### src/design/skut_pkg.sv
// Shared types and constants for the session key table upsert block.
// Used by skut_cell, skut_judge and session_key_table_upsert_core.
`default_nettype none

package skut_pkg;

   localparam int TABLE_DEPTH_DEFAULT = 64;
   localparam int SLOT_WIDTH          = 6;

   localparam logic [1:0] OUTCOME_APPENDED = 2'd0;
   localparam logic [1:0] OUTCOME_REPLACED = 2'd1;
   localparam logic [1:0] OUTCOME_KEPT     = 2'd2;
   localparam logic [1:0] OUTCOME_FULL     = 2'd3;

   // One session entry; also the request payload.
   typedef struct packed {
      logic [15:0] host_id;
      logic [63:0] key_high;
      logic [63:0] key_low;
      logic [63:0] stamp_seconds;
      logic [19:0] stamp_micros;
   } req_payload_type;

   typedef struct packed {
      logic [1:0]            outcome;
      logic [SLOT_WIDTH-1:0] slot;
   } rsp_payload_type;

   // Verdict on the stored entry currently at the tail of the ring.
   typedef struct packed {
      logic host_match;
      logic take_offer;
   } verdict_type;

endpackage

`default_nettype wire

### src/design/skut_judge.sv
// Compares an offered entry against a stored one: host match, then
// timestamp order with the key as tie breaker. Depends on skut_pkg.
`default_nettype none

module skut_judge (
   input  skut_pkg::req_payload_type offer,
   input  skut_pkg::req_payload_type stored,
   output skut_pkg::verdict_type     verdict
);

   logic sec_gt;
   logic sec_eq;
   logic us_gt;
   logic us_eq;
   logic key_lt;

   always_comb begin
      sec_gt = offer.stamp_seconds > stored.stamp_seconds;
      sec_eq = offer.stamp_seconds == stored.stamp_seconds;
      us_gt  = offer.stamp_micros > stored.stamp_micros;
      us_eq  = offer.stamp_micros == stored.stamp_micros;
      key_lt = {offer.key_high, offer.key_low} < {stored.key_high, stored.key_low};

      verdict.host_match = offer.host_id == stored.host_id;
      // A newer offer wins; on a tie the smaller key wins.
      verdict.take_offer = sec_gt || (sec_eq && us_gt) || (sec_eq && us_eq && key_lt);
   end

endmodule

`default_nettype wire

### config.mk
export PLATFORM = sky130hd
export DESIGN_NAME = skut_judge
export DESIGN_NICKNAME = d
export VERILOG_FILES = /design/src/design/skut_pkg.sv /design/src/design/skut_judge.sv
export SDC_FILE = /design/constraint.sdc
export NUM_CORES = 1
export LEC_CHECK = 0
export ABC_AREA = 0
export BUFFER_PORTS_ARGS = -buffer_cell sky130_fd_sc_hd__buf_2
export CAP_MARGIN = 25
export CORE_AREA = 2 2 179 181
export DETAILED_ROUTE_END_ITERATION = 7
export DIE_AREA = 0 0 181 183
export SYNTH_ARGS = -nofsm -noshare
export SYNTH_HDL_FRONTEND = slang
export SYNTH_SLANG_ARGS = --single-unit
### constraint.sdc
create_clock -name vclk -period 2.9
set_input_delay 0.29 -clock vclk [all_inputs]
set_output_delay 0.29 -clock vclk [all_outputs]
set_load 0.005 [all_outputs]
==> results of run 1 <==
## critical path, cell delays in order
cell       delay [ns]
buf_2            0.08
inv_1            0.04
ha_1             0.29
nand4_1          0.18
nor3_4           0.26
nand4b_2         0.15
or4_4            0.59
a2111oi_4        0.21
o2111ai_2        0.20
o21ai_1          0.11
buf_4            0.14
## path summary, 6_finish.rpt
| path | end | startpoint | cells after the start | slack (ns) |
|---|---|---|---|---|
| setup / recovery | verdict[0] | stored[15] | 11 | 0.05 |
| hold / removal | verdict[1] | offer[214] | 5 | 0.94 |
## cells in the final DEF (no fill, tap or decap), drive strengths merged, types with 3 or more instances in the layout
cell,instances
buf,482
inv,215
ha,211
a21oi,72
nand2,51
nand4,44
nor2,32
o21ai,32
a21o,25
xnor2,16
nand3,10
nor3,10
nor4,10
a211oi,9
o21a,9
nor2b,7
o211ai,6
and4,5
a211o,4
o2111ai,3
## cells by family after synthesis
family                     Yosys count
AOI/OAI and AO/OA                  177
and+or+nand+nor                    174
xor gates and xnor gates            16
adders and majority gates          211
buffers and inverters              215
## per-layer routing
metal	wire length (microns)	GRT usage	up-vias
met3	1535	0.02164	26
met5	71	0	-
met2	12310	0.2709	296
met4	331	0.01398	10
met1	9049	0.1404	3092
li1	-	-	3720
## final cells by class
type | count | share of cell area
inverter | 215 | 0.09159
tap | 402 | 0.05709
timing repair buffer | 482 | 0.2809
antenna | 1 | 0.0002840
multi-input combinational | 578 | 0.5702
## cell usage after synthesis (2+ instances only)
cell type  instances  area share
a211oi_1           9       0.012
ha_1             211        0.46
nand4_1           37       0.041
a211o_1            4      0.0061
and4_1             4      0.0061
or4_1              2      0.0026
a32o_1             2      0.0035
nor4_1             8      0.0088
nor3_2             2      0.0035
nand4_2            6       0.013
o211ai_1           6      0.0079
o21a_1             9       0.012
inv_1            215        0.14
a21o_1            25       0.033
nand3_2            2      0.0035
a221oi_1           2      0.0031
nand2_1           51       0.034
nor3_1             8      0.0070
a21oi_1           71       0.062
o21ai_1            8      0.0070
a311oi_1           2      0.0031
o2111ai_1          3      0.0046
nor2_1            31       0.020
nor2b_1            7      0.0077
nand3_1            8      0.0070
xnor2_1           16       0.025
o21ai_0           24       0.021
nor4_4             2      0.0075
## power by group
part / internal [mW] / switching (mW)
registers: 0 / 0
logic: 0.567 / 0.534
clock network: 0.0000000462 / 0
## what timing repair did
item / in CTS / in global routing
endpoints found under the setup margin: 1 / 1
pin swaps: 8 / 11
buffers inserted: 0 / 2
cloned: 0 / 0
resized for setup: 10 / 8
endpoints found under the hold margin: 0 / 0
hold buffers: 0 / 0
==> flow_summary.ini, run 1 <==
[route]
post_drt_wl_per_cell_microns = 13.88
ant_nets = 0
via_count = 7144
first_iter_violations = 125
dr.pass1.iters = 4
route.detailed.drc = 0
drt-total-wl_mm = 23.29
via_per_inst = 4.257

[power]
p_leak_nw = 5.488
finalPower_mw = 1.102
peakVddDrop_mv = 0.04493
power_per_cell_area_nw_per_um2 = 125.0

[synth]
syn_area_sq_um = 5699
synth_top_family_by_area = adder cells
syn_avg_cell_area_sq_um = 7.187
syn_nets = 1460
netlist_instances = 793
yosysSeqAreaShare = 0
yosys.area_share.simple = 0.1730
synth_adder_area_share = 0.4632
synthDistinctLibCells = 46
yosys_warnings = 0
muxShareOfSynthArea = 0
synth_compound_area_frac = 0.1976
synth-xor-area-share = 0.02459

[sta]
final_max_slew_viol_count = 0
slew_headroom = 0.6552
fin_ws_ns = 0.05115
finalCritPeriodShare = 0.9824
fin_crit_ns = 2.849
setup_tns_ns = 0
fin_hold_ws_ns = 0.9424
hold_violations = 0
setup_violations = 0
rsz0062_at_grt = true
max_freq_ghz = 0.3510
tightest_slew_ns = 0.5118

[layout]
seq_cell_count = 0
drive_above_1_share = 0.4024
n_fill_cell = 3445
nets = 1944
seqCellArea_sq_um = 0
area_growth_pct = 54.60
multi_input_area_sq_um = 5024
nClkBuffers = 0
post-route-cell-area_sq_um = 8811
finish.utilization = 0.2821
stdcell_count = 1678

[die]
die_area_sq_um = 33120
die_w_microns = 181
start_util = 0.1825
core_area_sq_um = 31230
rows = 65
die_h_microns = 183
ios = 458

[global_routing]
antenna_found_initial = 6
grt_pass1_vias = 7129
grt_pass1_wl_mm = 34.53
grt_util_all_layers = 0.1305
grt.overflow.total = 0
grt_max_degree = 5

[place]
placed_cells = 1675
placed_area_sq_um = 8660
hpwl_mm = 22.51
port_buffers = 458
place_ws_ns = -0.2860
gp_congestion = 0.8493

[critical_path]
cp_max_fo = 2
start_kind = input pin
worstPathRequired_ns = 2.61
endpoint_kind = primary output
arrival_ns = 2.56
path_class = input pin to primary output

[hold_path]
hold_path.class = input pin to primary output

[job]
maxCapViolCount = 0

[status]
outcome = finished, final reports clean
No activity file was read; power rests on OpenSTA's default activity.
==> run 2: changes to the inputs <==
--- a/config.mk
+++ b/config.mk
@@ -8,9 +8,9 @@
 export ABC_AREA = 0
 export BUFFER_PORTS_ARGS = -buffer_cell sky130_fd_sc_hd__buf_2
 export CAP_MARGIN = 25
-export CORE_AREA = 2 2 179 181
+export CORE_AREA = 2 2 180 182
 export DETAILED_ROUTE_END_ITERATION = 7
-export DIE_AREA = 0 0 181 183
+export DIE_AREA = 0 0 182 184
 export SYNTH_ARGS = -nofsm -noshare
 export SYNTH_HDL_FRONTEND = slang
 export SYNTH_SLANG_ARGS = --single-unit
==> run 2 against run 1 <==
Largest cell class unchanged. Utilization grew 0.17 points. Highest routed layer unchanged. Combinational power about the same. Global-route usage decreased by 0.22 points. Die area increased by 1.1%. Critical path type unchanged. Largest power group unchanged.
==> flow_summary.ini, run 2 (synthesized netlist as in run 1, its figures left out) <==
[status]
outcome = finished, final reports clean

[global_routing]
grt_pass1_wl_mm = 34.11
grt_util_all_layers = 0.1283
grt_pass1_vias = 7071
antenna_found_initial = 4
grt.overflow.total = 0
grt_max_degree = 5

[sta]
setup_tns_ns = 0
finalCritPeriodShare = 0.9946
setup_violations = 0
tightest_slew_ns = 0.4596
final_max_slew_viol_count = 0
fin_crit_ns = 2.884
hold_violations = 0
fin_hold_ws_ns = 0.9379
rsz0062_at_grt = true
slew_headroom = 0.6913
max_freq_ghz = 0.3467

[critical_path]
arrival_ns = 2.59
crit_path_cell_trace = buf_2 > inv_1 > ha_4 > nand4_1 > nor3_2 > buf_4 > nand4b_4 > or4_4 > a2111oi_4 > o2111ai_1 > o21ai_1 > buf_2
endpoint_kind = primary output
max_stage_delay_ns = 0.58
cp_top_family = simple AND/OR/NAND/NOR gates
start_kind = input pin
worstPathRequired_ns = 2.61
critPathMostFrequentCell = buf_2
crit_slowest_cell = or4_4
critPathBufInv = 4
cp_max_fo = 2
path_class = input pin to primary output

[clock_network]
hold_buffers = 0

[layout]
area_growth_pct = 56.33
post-route-cell-area_sq_um = 8910
drive_above_1_share = 0.4088
multi_input_area_sq_um = 5056
nClkBuffers = 0
n_fill_cell = 3486
final_cell_mix = buf_2 (450), inv_1 (210), ha_1 (202)
nets = 1946
seq_cell_count = 0
layout_commonest_cell = buf_2
seqCellArea_sq_um = 0

[die]
ios = 458
die_w_microns = 182
die_area_sq_um = 33490
start_util = 0.1815
core_area_sq_um = 31390
rows = 65
die_h_microns = 184

[route]
drt-total-wl_mm = 23.12
dr.pass1.iters = 4
route.detailed.drc = 0
post_drt_wl_per_cell_microns = 13.76
via_per_inst = 4.186
first_iter_violations = 97
ant_nets = 0
via_count = 7033

[place]
hpwl_mm = 22.23
port_buffers = 458
placed_area_sq_um = 8667
gp_congestion = 0.8465

[hold_path]
hold_path.class = input pin to primary output

[power]
p_leak_nw = 5.502
power_per_cell_area_nw_per_um2 = 124.0
finalPower_mw = 1.105
peakVddDrop_mv = 0.05452

[job]
maxCapViolCount = 0
run 2: area by class of cell:
class,instances,area share
tap,402,0.05645
inverter,215,0.09058
multi-input combinational,578,0.5675
timing repair buffer,484,0.2852
antenna,1,0.0002809
run 2: stage by stage:
| stage | std cells | util | worst slack (ns) |
|---|---|---|---|
| floorplan | 793 | - | 0.4222 |
| global placement | 1676 | 0.2761 | -0.1531 |
| detailed placement | 1676 | 0.2761 | -0.1520 |
| CTS | 1677 | 0.2782 | 0.01073 |
| global route | 1680 | 0.2838 | -0.1114 |
| finish | 1680 | 0.2838 | 0.01574 |
run 2: final timing paths:
check,startpoint,endpoint,slack (ns),cells past startpoint
worst max-delay path,stored[13],verdict[0],0.02,12
worst min-delay path,offer[217],verdict[1],0.94,5
run 2: layer usage:
metal,global-route usage,vias up,wire (microns)
met5,0,-,27
met4,0.02613,4,558
met3,0.01961,30,1656
met2,0.2579,306,11890
met1,0.1406,2963,8990
li1,-,3730,-
run 2: timing repair:
item                                    CTS  global route
gates resized for setup                   6            27
setup buffers                             1             2
endpoints found under the setup margin    1             1
pin swaps                                 9            14
run 2: report_power, final:
part / internal [mW] / switching, mW / leakage, nW / total, mW
Clock: 0.0000000464 / 0 / 0.00000634 / 0.0000000464
Sequential: 0 / 0 / 0 / 0
Combinational: 0.580 / 0.524 / 5.50 / 1.10
run 2: worst min-delay path: cells and delay by family:
family        cells  cell delay (ns)
simple gates      2             0.11
buf+inv           2             0.20
xor+xnor          1             0.05
